--- config.mk ---
export PLATFORM = sky130hd
export DESIGN_NAME = sorted_range_set_insert_merge_flat
export DESIGN_NICKNAME = d
export VERILOG_FILES = /design/src/rtl/srsim_pkg.sv /design/src/rtl/srsim_ifs.sv /design/src/rtl/srsim_ram.sv /design/src/rtl/srsim_dp.sv /design/src/rtl/srsim_ctrl.sv /design/src/rtl/sorted_range_set_insert_merge.sv /design/src/flat_wrapper.sv
export SDC_FILE = /design/constraint.sdc
export NUM_CORES = 2
export LEC_CHECK = 0
export ABC_AREA = 1
export BUFFER_PORTS_ARGS = -buffer_cell sky130_fd_sc_hd__buf_2
export CORE_MARGIN = 10
export CORE_UTILIZATION = 45
export CTS_CLUSTER_SIZE = 10
export DETAILED_ROUTE_END_ITERATION = 8
export PLACE_DENSITY = 0.65
export SYNTH_ARGS = -nofsm -noshare
export SYNTH_HDL_FRONTEND = slang
export SYNTH_SLANG_ARGS = --single-unit
--- constraint.sdc ---
create_clock -name clk -period 15.5 [get_ports clk]
set_input_delay 2.325 -clock clk [delete_from_list [all_inputs] [get_ports clk]]
set_output_delay 2.325 -clock clk [all_outputs]
set_load 0.02 [all_outputs]
--- src/rtl/srsim_pkg.sv ---
`default_nettype none
// ----------------------------------------------------------------------------
// srsim_pkg
// Shared types and constants for the sorted range set insert/merge block.
// ----------------------------------------------------------------------------
package srsim_pkg;

  // Defaults for the top-level parameters
  localparam int MAX_RANGES_DEF = 16;
  localparam int ADDR_WIDTH_DEF = 32;

  // Fixed field widths on the item channels
  localparam int ADDR_FIELD_W = 32;
  localparam int STATUS_W     = 2;
  localparam int SLOT_W       = 4;
  localparam int COUNT_W      = 5;

  typedef enum logic [STATUS_W-1:0] {
    ST_INSERTED = 2'd0,
    ST_MERGED   = 2'd1,
    ST_INVALID  = 2'd2,
    ST_FULL     = 2'd3
  } status_t;

  // Scan pointer operation
  typedef enum logic [1:0] {
    P_HOLD,
    P_CLR,
    P_INC
  } p_op_t;

  // Table read address select
  typedef enum logic [1:0] {
    RD_ZERO,
    RD_PNEXT,
    RD_SRC,
    RD_SRC_DN
  } rd_sel_t;

  // Table write select
  typedef enum logic [1:0] {
    WR_NONE,
    WR_MERGE,
    WR_NEW,
    WR_PEND
  } wr_sel_t;

  typedef struct packed {
    logic    load;
    p_op_t   p_op;
    logic    hit_merge;
    logic    hit_insert;
    logic    le_take;
    logic    copy_init;
    logic    step_up;
    logic    step_dn;
    rd_sel_t rd_sel;
    wr_sel_t wr_sel;
    logic    finish;
    status_t code;
  } dp_cmd_t;

  typedef struct packed {
    logic invalid;
    logic p_at_n;
    logic below;
    logic touch;
    logic full;
    logic no_removed;
    logic src_at_n;
    logic src_at_i;
    logic wpend;
    logic out_busy;
  } dp_sts_t;

endpackage
`default_nettype wire

--- src/rtl/srsim_ifs.sv ---
`default_nettype none
// ----------------------------------------------------------------------------
// srsim item channels
// Valid/ready channels for range items in and result items out.
// ----------------------------------------------------------------------------
interface srsim_in_if;
  import srsim_pkg::*;

  logic                    valid;
  logic                    ready;
  logic [ADDR_FIELD_W-1:0] range_start;
  logic [ADDR_FIELD_W-1:0] range_end;

  modport source (output valid, output range_start, output range_end, input ready);
  modport sink   (input valid, input range_start, input range_end, output ready);
endinterface

interface srsim_out_if;
  import srsim_pkg::*;

  logic                    valid;
  logic                    ready;
  logic [STATUS_W-1:0]     status;
  logic [ADDR_FIELD_W-1:0] result_start;
  logic [ADDR_FIELD_W-1:0] result_end;
  logic [SLOT_W-1:0]       slot_index;
  logic [COUNT_W-1:0]      range_count;

  modport source (output valid, output status, output result_start, output result_end,
                  output slot_index, output range_count, input ready);
  modport sink   (input valid, input status, input result_start, input result_end,
                  input slot_index, input range_count, output ready);
endinterface
`default_nettype wire

--- src/rtl/srsim_ram.sv ---
`default_nettype none
// ----------------------------------------------------------------------------
// srsim_ram
// Generic single-write, single-read RAM with registered read data.
// ----------------------------------------------------------------------------
module srsim_ram #(
  parameter int WIDTH = 2 * srsim_pkg::ADDR_WIDTH_DEF,
  parameter int DEPTH = srsim_pkg::MAX_RANGES_DEF
) (
  input  logic                     clk,
  input  logic                     we,
  input  logic [$clog2(DEPTH)-1:0] waddr,
  input  logic [WIDTH-1:0]         wdata,
  input  logic [$clog2(DEPTH)-1:0] raddr,
  output logic [WIDTH-1:0]         rdata
);
  logic [WIDTH-1:0] mem [DEPTH];

  always_ff @(posedge clk) begin
    if (we) begin
      mem[waddr] <= wdata;
    end
    rdata <= mem[raddr];
  end
endmodule
`default_nettype wire

--- src/rtl/srsim_dp.sv ---
`default_nettype none
// ----------------------------------------------------------------------------
// srsim_dp
// Datapath: range table RAM, scan and copy pointers, compares, result register.
// ----------------------------------------------------------------------------
module srsim_dp #(
  parameter int MAX_RANGES = srsim_pkg::MAX_RANGES_DEF,
  parameter int ADDR_WIDTH = srsim_pkg::ADDR_WIDTH_DEF
) (
  input  logic                                  clk,
  input  logic                                  rst,
  input  logic [srsim_pkg::ADDR_FIELD_W-1:0]    range_start,
  input  logic [srsim_pkg::ADDR_FIELD_W-1:0]    range_end,
  input  srsim_pkg::dp_cmd_t                    cmd,
  output srsim_pkg::dp_sts_t                    sts,
  input  logic                                  out_ready,
  output logic                                  out_valid,
  output logic [srsim_pkg::STATUS_W-1:0]        status,
  output logic [srsim_pkg::ADDR_FIELD_W-1:0]    result_start,
  output logic [srsim_pkg::ADDR_FIELD_W-1:0]    result_end,
  output logic [srsim_pkg::SLOT_W-1:0]          slot_index,
  output logic [srsim_pkg::COUNT_W-1:0]         range_count
);
  import srsim_pkg::*;

  localparam int AW = ADDR_WIDTH;
  localparam int CW = $clog2(MAX_RANGES + 1);
  localparam int IW = $clog2(MAX_RANGES);
  localparam int DW = 2 * AW;

  logic [AW-1:0] ns;
  logic [AW-1:0] ne;
  logic [AW-1:0] ms;
  logic [AW-1:0] le;
  logic [CW-1:0] n;
  logic [CW-1:0] p;
  logic [CW-1:0] i_slot;
  logic [CW-1:0] src;
  logic [CW-1:0] dst;
  logic          wpend;
  logic [IW-1:0] wpend_addr;

  logic          we;
  logic [IW-1:0] waddr;
  logic [DW-1:0] wdata;
  logic [IW-1:0] raddr;
  logic [DW-1:0] rdata;
  logic [CW-1:0] rd_idx;

  logic [AW-1:0] rd_start;
  logic [AW-1:0] rd_end;
  logic [AW:0]   ne1;
  logic [AW-1:0] me;
  logic [AW-1:0] ms_pick;
  logic [CW:0]   cnt_merge;
  logic [CW-1:0] cnt_new;

  logic [AW-1:0] res_start;
  logic [AW-1:0] res_end;
  logic [CW-1:0] res_slot;

  logic [AW+ADDR_FIELD_W-1:0] in_s_ext;
  logic [AW+ADDR_FIELD_W-1:0] in_e_ext;
  logic [AW+ADDR_FIELD_W-1:0] rs_ext;
  logic [AW+ADDR_FIELD_W-1:0] re_ext;
  logic [CW+SLOT_W-1:0]       slot_ext;
  logic [CW+COUNT_W-1:0]      cnt_ext;

  srsim_ram #(
    .WIDTH (DW),
    .DEPTH (MAX_RANGES)
  ) u_table (
    .clk   (clk),
    .we    (we),
    .waddr (waddr),
    .wdata (wdata),
    .raddr (raddr),
    .rdata (rdata)
  );

  assign rd_start = rdata[DW-1:AW];
  assign rd_end   = rdata[AW-1:0];

  // Input fields taken modulo 2^AW
  assign in_s_ext = {AW'(0), range_start};
  assign in_e_ext = {AW'(0), range_end};

  // One bit wider so end + 1 at the top address does not wrap
  assign ne1     = {1'b0, ne} + (AW + 1)'(1);
  assign me      = (le > ne) ? le : ne;
  assign ms_pick = (rd_start < ns) ? rd_start : ns;

  always_comb begin
    unique case (cmd.rd_sel)
      RD_ZERO:   rd_idx = '0;
      RD_PNEXT:  rd_idx = p + CW'(1);
      RD_SRC:    rd_idx = src;
      RD_SRC_DN: rd_idx = src - CW'(1);
      default:   rd_idx = '0;
    endcase
  end
  assign raddr = rd_idx[IW-1:0];

  always_comb begin
    we    = 1'b1;
    waddr = i_slot[IW-1:0];
    wdata = {ns, ne};
    unique case (cmd.wr_sel)
      WR_NONE:  we = 1'b0;
      WR_MERGE: wdata = {ms, me};
      WR_NEW:   wdata = {ns, ne};
      WR_PEND: begin
        waddr = wpend_addr;
        wdata = rdata;
      end
      default:  we = 1'b0;
    endcase
  end

  // Merge keeps slot i and drops the (p - i - 1) ranges it swallowed
  assign cnt_merge = {1'b0, n} + {1'b0, i_slot} + (CW + 1)'(1) - {1'b0, p};

  always_comb begin
    unique case (cmd.code)
      ST_INSERTED: begin
        cnt_new   = n + CW'(1);
        res_start = ns;
        res_end   = ne;
        res_slot  = i_slot;
      end
      ST_MERGED: begin
        cnt_new   = cnt_merge[CW-1:0];
        res_start = ms;
        res_end   = me;
        res_slot  = i_slot;
      end
      ST_INVALID: begin
        cnt_new   = n;
        res_start = '0;
        res_end   = '0;
        res_slot  = '0;
      end
      ST_FULL: begin
        cnt_new   = n;
        res_start = ns;
        res_end   = ne;
        res_slot  = '0;
      end
      default: begin
        cnt_new   = n;
        res_start = '0;
        res_end   = '0;
        res_slot  = '0;
      end
    endcase
  end

  assign rs_ext   = {ADDR_FIELD_W'(0), res_start};
  assign re_ext   = {ADDR_FIELD_W'(0), res_end};
  assign slot_ext = {SLOT_W'(0), res_slot};
  assign cnt_ext  = {COUNT_W'(0), cnt_new};

  assign sts.invalid    = ns > ne;
  assign sts.p_at_n     = p == n;
  assign sts.below      = ne1 < {1'b0, rd_start};
  assign sts.touch      = {1'b0, ns} <= ({1'b0, rd_end} + (AW + 1)'(1));
  assign sts.full       = n == CW'(MAX_RANGES);
  assign sts.no_removed = p == (i_slot + CW'(1));
  assign sts.src_at_n   = src == n;
  assign sts.src_at_i   = src == i_slot;
  assign sts.wpend      = wpend;
  assign sts.out_busy   = out_valid && !out_ready;

  // Control state
  always_ff @(posedge clk) begin
    if (rst) begin
      n         <= '0;
      wpend     <= 1'b0;
      out_valid <= 1'b0;
    end else begin
      wpend <= cmd.step_up | cmd.step_dn;
      if (cmd.finish) begin
        out_valid <= 1'b1;
        n         <= cnt_new;
      end else if (out_ready) begin
        out_valid <= 1'b0;
      end
    end
  end

  // Working registers and result payload
  always_ff @(posedge clk) begin
    if (cmd.load) begin
      ns <= in_s_ext[AW-1:0];
      ne <= in_e_ext[AW-1:0];
    end
    unique case (cmd.p_op)
      P_HOLD:  p <= p;
      P_CLR:   p <= '0;
      P_INC:   p <= p + CW'(1);
      default: p <= p;
    endcase
    if (cmd.hit_merge) begin
      i_slot <= p;
      ms     <= ms_pick;
      le     <= rd_end;
    end
    if (cmd.hit_insert) begin
      i_slot <= p;
      src    <= n;
    end
    if (cmd.le_take) begin
      le <= rd_end;
    end
    if (cmd.copy_init) begin
      src <= p;
      dst <= i_slot + CW'(1);
    end
    if (cmd.step_up) begin
      src        <= src + CW'(1);
      dst        <= dst + CW'(1);
      wpend_addr <= dst[IW-1:0];
    end
    if (cmd.step_dn) begin
      src        <= src - CW'(1);
      wpend_addr <= src[IW-1:0];
    end
    if (cmd.finish) begin
      status       <= cmd.code;
      result_start <= rs_ext[ADDR_FIELD_W-1:0];
      result_end   <= re_ext[ADDR_FIELD_W-1:0];
      slot_index   <= slot_ext[SLOT_W-1:0];
      range_count  <= cnt_ext[COUNT_W-1:0];
    end
  end
endmodule
`default_nettype wire

--- src/rtl/srsim_ctrl.sv ---
`default_nettype none
// ----------------------------------------------------------------------------
// srsim_ctrl
// Sequencer: check, scan, merge/compact or shift/insert, then post result.
// ----------------------------------------------------------------------------
module srsim_ctrl (
  input  logic                clk,
  input  logic                rst,
  input  logic                in_valid,
  output logic                in_ready,
  input  srsim_pkg::dp_sts_t  sts,
  output srsim_pkg::dp_cmd_t  cmd
);
  import srsim_pkg::*;

  typedef enum logic [2:0] {
    S_IDLE,
    S_CHECK,
    S_SCAN,
    S_MSCAN,
    S_MCOPY,
    S_ISHIFT,
    S_DONE
  } state_t;

  state_t  state;
  state_t  state_next;
  status_t code;
  status_t code_next;

  assign in_ready = state == S_IDLE;

  always_comb begin
    cmd        = '0;
    cmd.code   = code;
    state_next = state;
    code_next  = code;
    unique case (state)
      S_IDLE: begin
        if (in_valid) begin
          cmd.load   = 1'b1;
          state_next = S_CHECK;
        end
      end
      S_CHECK: begin
        if (sts.invalid) begin
          code_next  = ST_INVALID;
          state_next = S_DONE;
        end else begin
          cmd.p_op   = P_CLR;
          cmd.rd_sel = RD_ZERO;
          state_next = S_SCAN;
        end
      end
      S_SCAN: begin
        if (sts.p_at_n || sts.below) begin
          if (sts.full) begin
            code_next  = ST_FULL;
            state_next = S_DONE;
          end else begin
            cmd.hit_insert = 1'b1;
            code_next      = ST_INSERTED;
            state_next     = S_ISHIFT;
          end
        end else if (sts.touch) begin
          cmd.hit_merge = 1'b1;
          cmd.p_op      = P_INC;
          cmd.rd_sel    = RD_PNEXT;
          code_next     = ST_MERGED;
          state_next    = S_MSCAN;
        end else begin
          cmd.p_op   = P_INC;
          cmd.rd_sel = RD_PNEXT;
        end
      end
      S_MSCAN: begin
        // p stops on the first range the merged range does not reach
        if (sts.p_at_n || sts.below) begin
          cmd.wr_sel    = WR_MERGE;
          cmd.copy_init = 1'b1;
          state_next    = sts.no_removed ? S_DONE : S_MCOPY;
        end else begin
          cmd.le_take = 1'b1;
          cmd.p_op    = P_INC;
          cmd.rd_sel  = RD_PNEXT;
        end
      end
      S_MCOPY: begin
        if (!sts.src_at_n) begin
          cmd.step_up = 1'b1;
          cmd.rd_sel  = RD_SRC;
        end
        if (sts.wpend) begin
          cmd.wr_sel = WR_PEND;
        end
        if (sts.src_at_n && !sts.wpend) begin
          state_next = S_DONE;
        end
      end
      S_ISHIFT: begin
        if (!sts.src_at_i) begin
          cmd.step_dn = 1'b1;
          cmd.rd_sel  = RD_SRC_DN;
        end
        if (sts.wpend) begin
          cmd.wr_sel = WR_PEND;
        end
        if (sts.src_at_i && !sts.wpend) begin
          cmd.wr_sel = WR_NEW;
          state_next = S_DONE;
        end
      end
      S_DONE: begin
        if (!sts.out_busy) begin
          cmd.finish = 1'b1;
          state_next = S_IDLE;
        end
      end
      default: state_next = S_IDLE;
    endcase
  end

  always_ff @(posedge clk) begin
    if (rst) begin
      state <= S_IDLE;
      code  <= ST_INVALID;
    end else begin
      state <= state_next;
      code  <= code_next;
    end
  end
endmodule
`default_nettype wire

--- src/rtl/sorted_range_set_insert_merge.sv ---
`default_nettype none
// ----------------------------------------------------------------------------
// sorted_range_set_insert_merge
// Ordered table of disjoint inclusive address ranges with merge on insert.
// ----------------------------------------------------------------------------
// Each item on range_item offers one inclusive range. The block keeps up to
// MAX_RANGES ranges in ascending order, never overlapping or touching. An
// offered range with start above end is ignored (status 2, zero fields). A
// range that overlaps or touches stored ranges absorbs them into one slot
// (status 1); otherwise it is inserted in order (status 0), or dropped with
// status 3 if the table is full. Exactly one result item comes out per item,
// carrying the range as stored, its slot and the new range count. Items are
// handled one at a time: range_item.ready is high only while the block is
// idle. The table sits in one RAM with a single read and a single write
// port, walked one entry per cycle: the scan over the stored entries, then
// the shift-up on insert or the compaction after a merge that absorbed
// more than one range. The finished result sits in an output register, so
// a stalled result_item only holds the next result back at its final step.
// Table contents are not cleared at reset; only the count is.
// ----------------------------------------------------------------------------
module sorted_range_set_insert_merge #(
  parameter int MAX_RANGES = srsim_pkg::MAX_RANGES_DEF,
  parameter int ADDR_WIDTH = srsim_pkg::ADDR_WIDTH_DEF
) (
  input  logic        clk,
  input  logic        rst,
  srsim_in_if.sink    range_item,
  srsim_out_if.source result_item
);
  import srsim_pkg::*;

  dp_cmd_t cmd;
  dp_sts_t sts;
  logic    ctrl_ready;

  // Sequencer: owns the item handshake and walks the table
  srsim_ctrl u_ctrl (
    .clk      (clk),
    .rst      (rst),
    .in_valid (range_item.valid),
    .in_ready (ctrl_ready),
    .sts      (sts),
    .cmd      (cmd)
  );

  assign range_item.ready = ctrl_ready;

  // Table RAM, compares and the result register
  srsim_dp #(
    .MAX_RANGES (MAX_RANGES),
    .ADDR_WIDTH (ADDR_WIDTH)
  ) u_dp (
    .clk          (clk),
    .rst          (rst),
    .range_start  (range_item.range_start),
    .range_end    (range_item.range_end),
    .cmd          (cmd),
    .sts          (sts),
    .out_ready    (result_item.ready),
    .out_valid    (result_item.valid),
    .status       (result_item.status),
    .result_start (result_item.result_start),
    .result_end   (result_item.result_end),
    .slot_index   (result_item.slot_index),
    .range_count  (result_item.range_count)
  );
endmodule
`default_nettype wire

--- src/flat_wrapper.sv ---
// flat-port wrapper written by rule: the top's interface ports become plain ports
module sorted_range_set_insert_merge_flat import srsim_pkg::*;
#(
  parameter int MAX_RANGES = srsim_pkg::MAX_RANGES_DEF,
  parameter int ADDR_WIDTH = srsim_pkg::ADDR_WIDTH_DEF
)
  (clk, rst, range_item_valid, range_item_range_start, range_item_range_end, range_item_ready, result_item_valid, result_item_status, result_item_result_start, result_item_result_end, result_item_slot_index, result_item_range_count, result_item_ready);
  srsim_in_if range_item_i ();
  srsim_out_if result_item_i ();
  input  logic clk;
  input  logic rst;
  input wire logic [$bits(range_item_i.valid)-1:0] range_item_valid;
  input wire logic [$bits(range_item_i.range_start)-1:0] range_item_range_start;
  input wire logic [$bits(range_item_i.range_end)-1:0] range_item_range_end;
  output wire logic [$bits(range_item_i.ready)-1:0] range_item_ready;
  output wire logic [$bits(result_item_i.valid)-1:0] result_item_valid;
  output wire logic [$bits(result_item_i.status)-1:0] result_item_status;
  output wire logic [$bits(result_item_i.result_start)-1:0] result_item_result_start;
  output wire logic [$bits(result_item_i.result_end)-1:0] result_item_result_end;
  output wire logic [$bits(result_item_i.slot_index)-1:0] result_item_slot_index;
  output wire logic [$bits(result_item_i.range_count)-1:0] result_item_range_count;
  input wire logic [$bits(result_item_i.ready)-1:0] result_item_ready;
  assign range_item_i.valid = range_item_valid;
  assign range_item_i.range_start = range_item_range_start;
  assign range_item_i.range_end = range_item_range_end;
  assign range_item_ready = range_item_i.ready;
  assign result_item_valid = result_item_i.valid;
  assign result_item_status = result_item_i.status;
  assign result_item_result_start = result_item_i.result_start;
  assign result_item_result_end = result_item_i.result_end;
  assign result_item_slot_index = result_item_i.slot_index;
  assign result_item_range_count = result_item_i.range_count;
  assign result_item_i.ready = result_item_ready;
  sorted_range_set_insert_merge #(.MAX_RANGES(MAX_RANGES), .ADDR_WIDTH(ADDR_WIDTH)) u_core (.clk(clk), .rst(rst), .range_item(range_item_i), .result_item(result_item_i));
endmodule
==> impl_metrics.ini <==
[setup_path]
crit_path_end_kind = register
path_max_fanout = 198
required_ns = 16.18
critPathArrivalTime_ns = 9.10
slowest_stage = buf_4
path_class = reg2reg
slowest_delay_ns = 0.91
crit_path_frequent_cell = nand3_1
critPathLaunchType = register

[synthesis]
muxShareOfSynthArea = 0
synth_xor_area_frac = 0.01176
synthAdderAreaFrac = 0.03767
yosys.area.top_type = edfxtp_1
synth-seq-cells = 1326
syn_inst = 5979
synth-simple-area-share = 0.2028
syn_area_mm2 = 0.06258
synthFlopType = edfxtp_1
synth_edf_count = 1250
ys_top_cells_by_area = edfxtp_1 60%, nand3_1 9.7%, nand2_1 6.5%
synth_commonest_cells = 1250 x edfxtp_1, 1208 x nand3_1, 1077 x nand2_1, 982 x inv_1, 205 x buf_2
async_reset_ff_frac = 0
synth_nets = 6233
synth_compound_area_frac = 0.03641
synth_cell_types = 52
synth_top_area_frac = 0.5998
avgSynthCellArea_um2 = 10.47
yosysMostFrequentCell = edfxtp_1
synth_top_family_by_area = simple AND/OR/NAND/NOR gates
seq_area_frac_synth = 0.6241
yosys_warnings = 0

[grt]
antenna_found_initial = 8
overflow = 0
grt_pass1_vias = 41840
grt_max_degree = 217
grt.total_usage = 0.2340
grt_pass1_wl_um = 272600

[drt]
vias = 44960
highest_layer = met5
avgViaCountPerCell = 5.654
drc = 0
wirelength_um = 185400
first_pass_iters = 7
postRouteAntennaNets = 0
wl_met3_um = 17920
m1WireLength_um = 77420
wl_per_cell_um = 23.32
drtIter0Drc = 5441
wl_met2_um = 83450

[sta]
worst_slew_pin_slew_ns = 1.447
setup_viol = 0
rsz0062_at_grt = false
min_period_ns = 8.425
skew_ns = 0.04487
fin_setup_tns_ns = 0
final_hold_viol_count = 0
drv_slew = 0
relSlewSlack = 0.03558
fin_crit_sh = 0.5436
fmax_mhz = 118.7

[clock_network]
htree_num_levels = 4
cts-root-buf = clkbuf_16
cts_hold_buffers = 0
postCtsResizedCells = 0
cts-buffers-inserted = 153
clk_pin_slew_ns = 0.06
cts_setup_buffers = 0
insertion_delay_ns = 0.81
clockBufferDepth = 3
cts_tree = built
cts.sinks = 1326

[run]
cap_violations = 0

[floorplanning]
core_mm2 = 0.1378
die_area_mm2 = 0.1544
num_rows = 136
die_height_um = 392.9
die_x_um = 392.9
start_util = 0.4541
io_pins = 145

[finish]
regArea_mm2 = 0.03906
multi_input_area_mm2 = 0.01822
fin_area_mm2 = 0.06937
drive_gt1_frac = 0.08203
final_nets = 6319
fillers = 12070
syn2layout_area_growth_pct = 10.84

[power]
p_comb_frac = 0.323
p_sw_mw = 4.460
switching_share = 0.3753
power_density_mw_per_mm2 = 171.3
peakVddDrop_mv = 0.1616
fin_total_pwr_mw = 11.88
leakagePower_nw = 28.44
seq_power_share = 0.399
intPower_mw = 7.423
clkPwrFrac = 0.278

[min_path]
min_path_type = reg2reg

[place]
place_area_mm2 = 0.06487
dp_hpwl_um = 106700
io_buffers = 144
place.gp.congestion = 0.9736

[outcome]
status = completed
## power by group through the flow
stage	registers (mW)	logic, mW	clock network (mW)
6_report	4.74	3.84	3.30
5_1_grt	4.75	4.25	3.48
4_1_cts	4.73	3.78	3.35
3_5_place_dp	4.80	3.76	0
3_3_place_gp	4.80	3.71	0
2_1_floorplan	4.66	2.72	0
## routing by layer
metal,vias up,global-route usage
met2,2335,0.3604
met5,-,0
met1,21740,0.3298
met3,376,0.04189
met4,2,0.08811
li1,20510,-
## path summary, 6_finish.rpt
kind,startpoint,endpoint,slack [ns],cells after the start
min,u_core.u_dp.u_table.rdata[7]$_DFF_P_,u_core.u_dp.le[7]$_DFFE_PP_,0.48,0
max reg2reg,u_core.u_dp.ne[0]$_DFFE_PP_,u_core.u_dp.u_table.rdata[60]$_DFF_P_,7.07,33
max,u_core.u_dp.ne[0]$_DFFE_PP_,u_core.u_dp.u_table.rdata[60]$_DFF_P_,7.07,33
min reg2reg,u_core.u_dp.u_table.rdata[7]$_DFF_P_,u_core.u_dp.le[7]$_DFFE_PP_,0.48,0
## area by class of cell
cell class,count,share of cell area
multi-input cells,3342,0.2626
diodes,2,0.00007215
clock inverters,21,0.005501
inverters,994,0.05443
flip-flops and latches,1326,0.5630
repair buffers,248,0.02273
well taps,1794,0.03236
clock buffers,225,0.05923
## worst max-delay path: cells and delay by family, from the launching register on
kind	cells	cell delay (ns)
buffers and inverters	6	3.24
flip-flops	1	0.47
adder cells (fa/ha/maj)	1	0.30
AO/OA/AOI/OAI	1	0.16
AND/OR/NAND/NOR	24	3.27
XOR/XNOR	1	0.15
## registers in the layout, indices dropped and copies added (netlist names), 3 cells and up
name                       count
u_core.u_dp.u_table.mem     1024
u_core.u_dp.ne                32
u_core.u_dp.ns                32
u_core.u_dp.i_slot             5
u_core.u_dp.slot_index         4
u_core.u_dp.result_start      32
u_core.u_dp.result_end        32
u_core.u_dp.range_count        5
u_core.u_dp.p                  5
u_core.u_dp.le                32
u_core.u_dp.dst                4
u_core.u_dp.n                  5
u_core.u_ctrl.state            3
u_core.u_dp.ms                32
u_core.u_dp.wpend_addr         4
u_core.u_dp.src                5
u_core.u_dp.u_table.rdata     64
## placed cells by master, fill, tap and decap left out, types with 50 or more instances in the layout
cell / instances
buf_4: 98
clkbuf_16: 153
inv_1: 968
nand2_1: 1074
o221ai_1: 50
ha_1: 182
edfxtp_1: 1250
buf_2: 144
xor2_1: 72
clkbuf_1: 71
o21ai_0: 110
nand3b_1: 194
dfxtp_1: 76
nand3_1: 1207
nor2_1: 114
a21oi_1: 117
## stage by stage
stage | util | cells | setup WS (ns) | hold WS [ns]
final | 0.5033 | 7952 | 7.075 | 0.4794
after CTS | 0.5033 | 7950 | 7.472 | 0.4814
after global routing | 0.5033 | 7951 | 6.713 | 0.4966
after detailed placement | 0.4707 | 7704 | 7.471 | 0.4665
after global placement | 0.4707 | 7704 | 7.676 | 0.4480
after floorplan | - | 5979 | 5.162 | 0.4300
## logic make-up after synthesis
| kind of cell | count (synthesis) |
|---|---|
| xor gates and xnor gates | 84 |
| DFF | 1326 |
| and+or+nand+nor | 2697 |
| AOI/OAI and AO/OA | 375 |
| buffers and inverters | 1311 |
| adders and majority gates | 186 |
No activity file was read; power rests on OpenSTA's default activity.
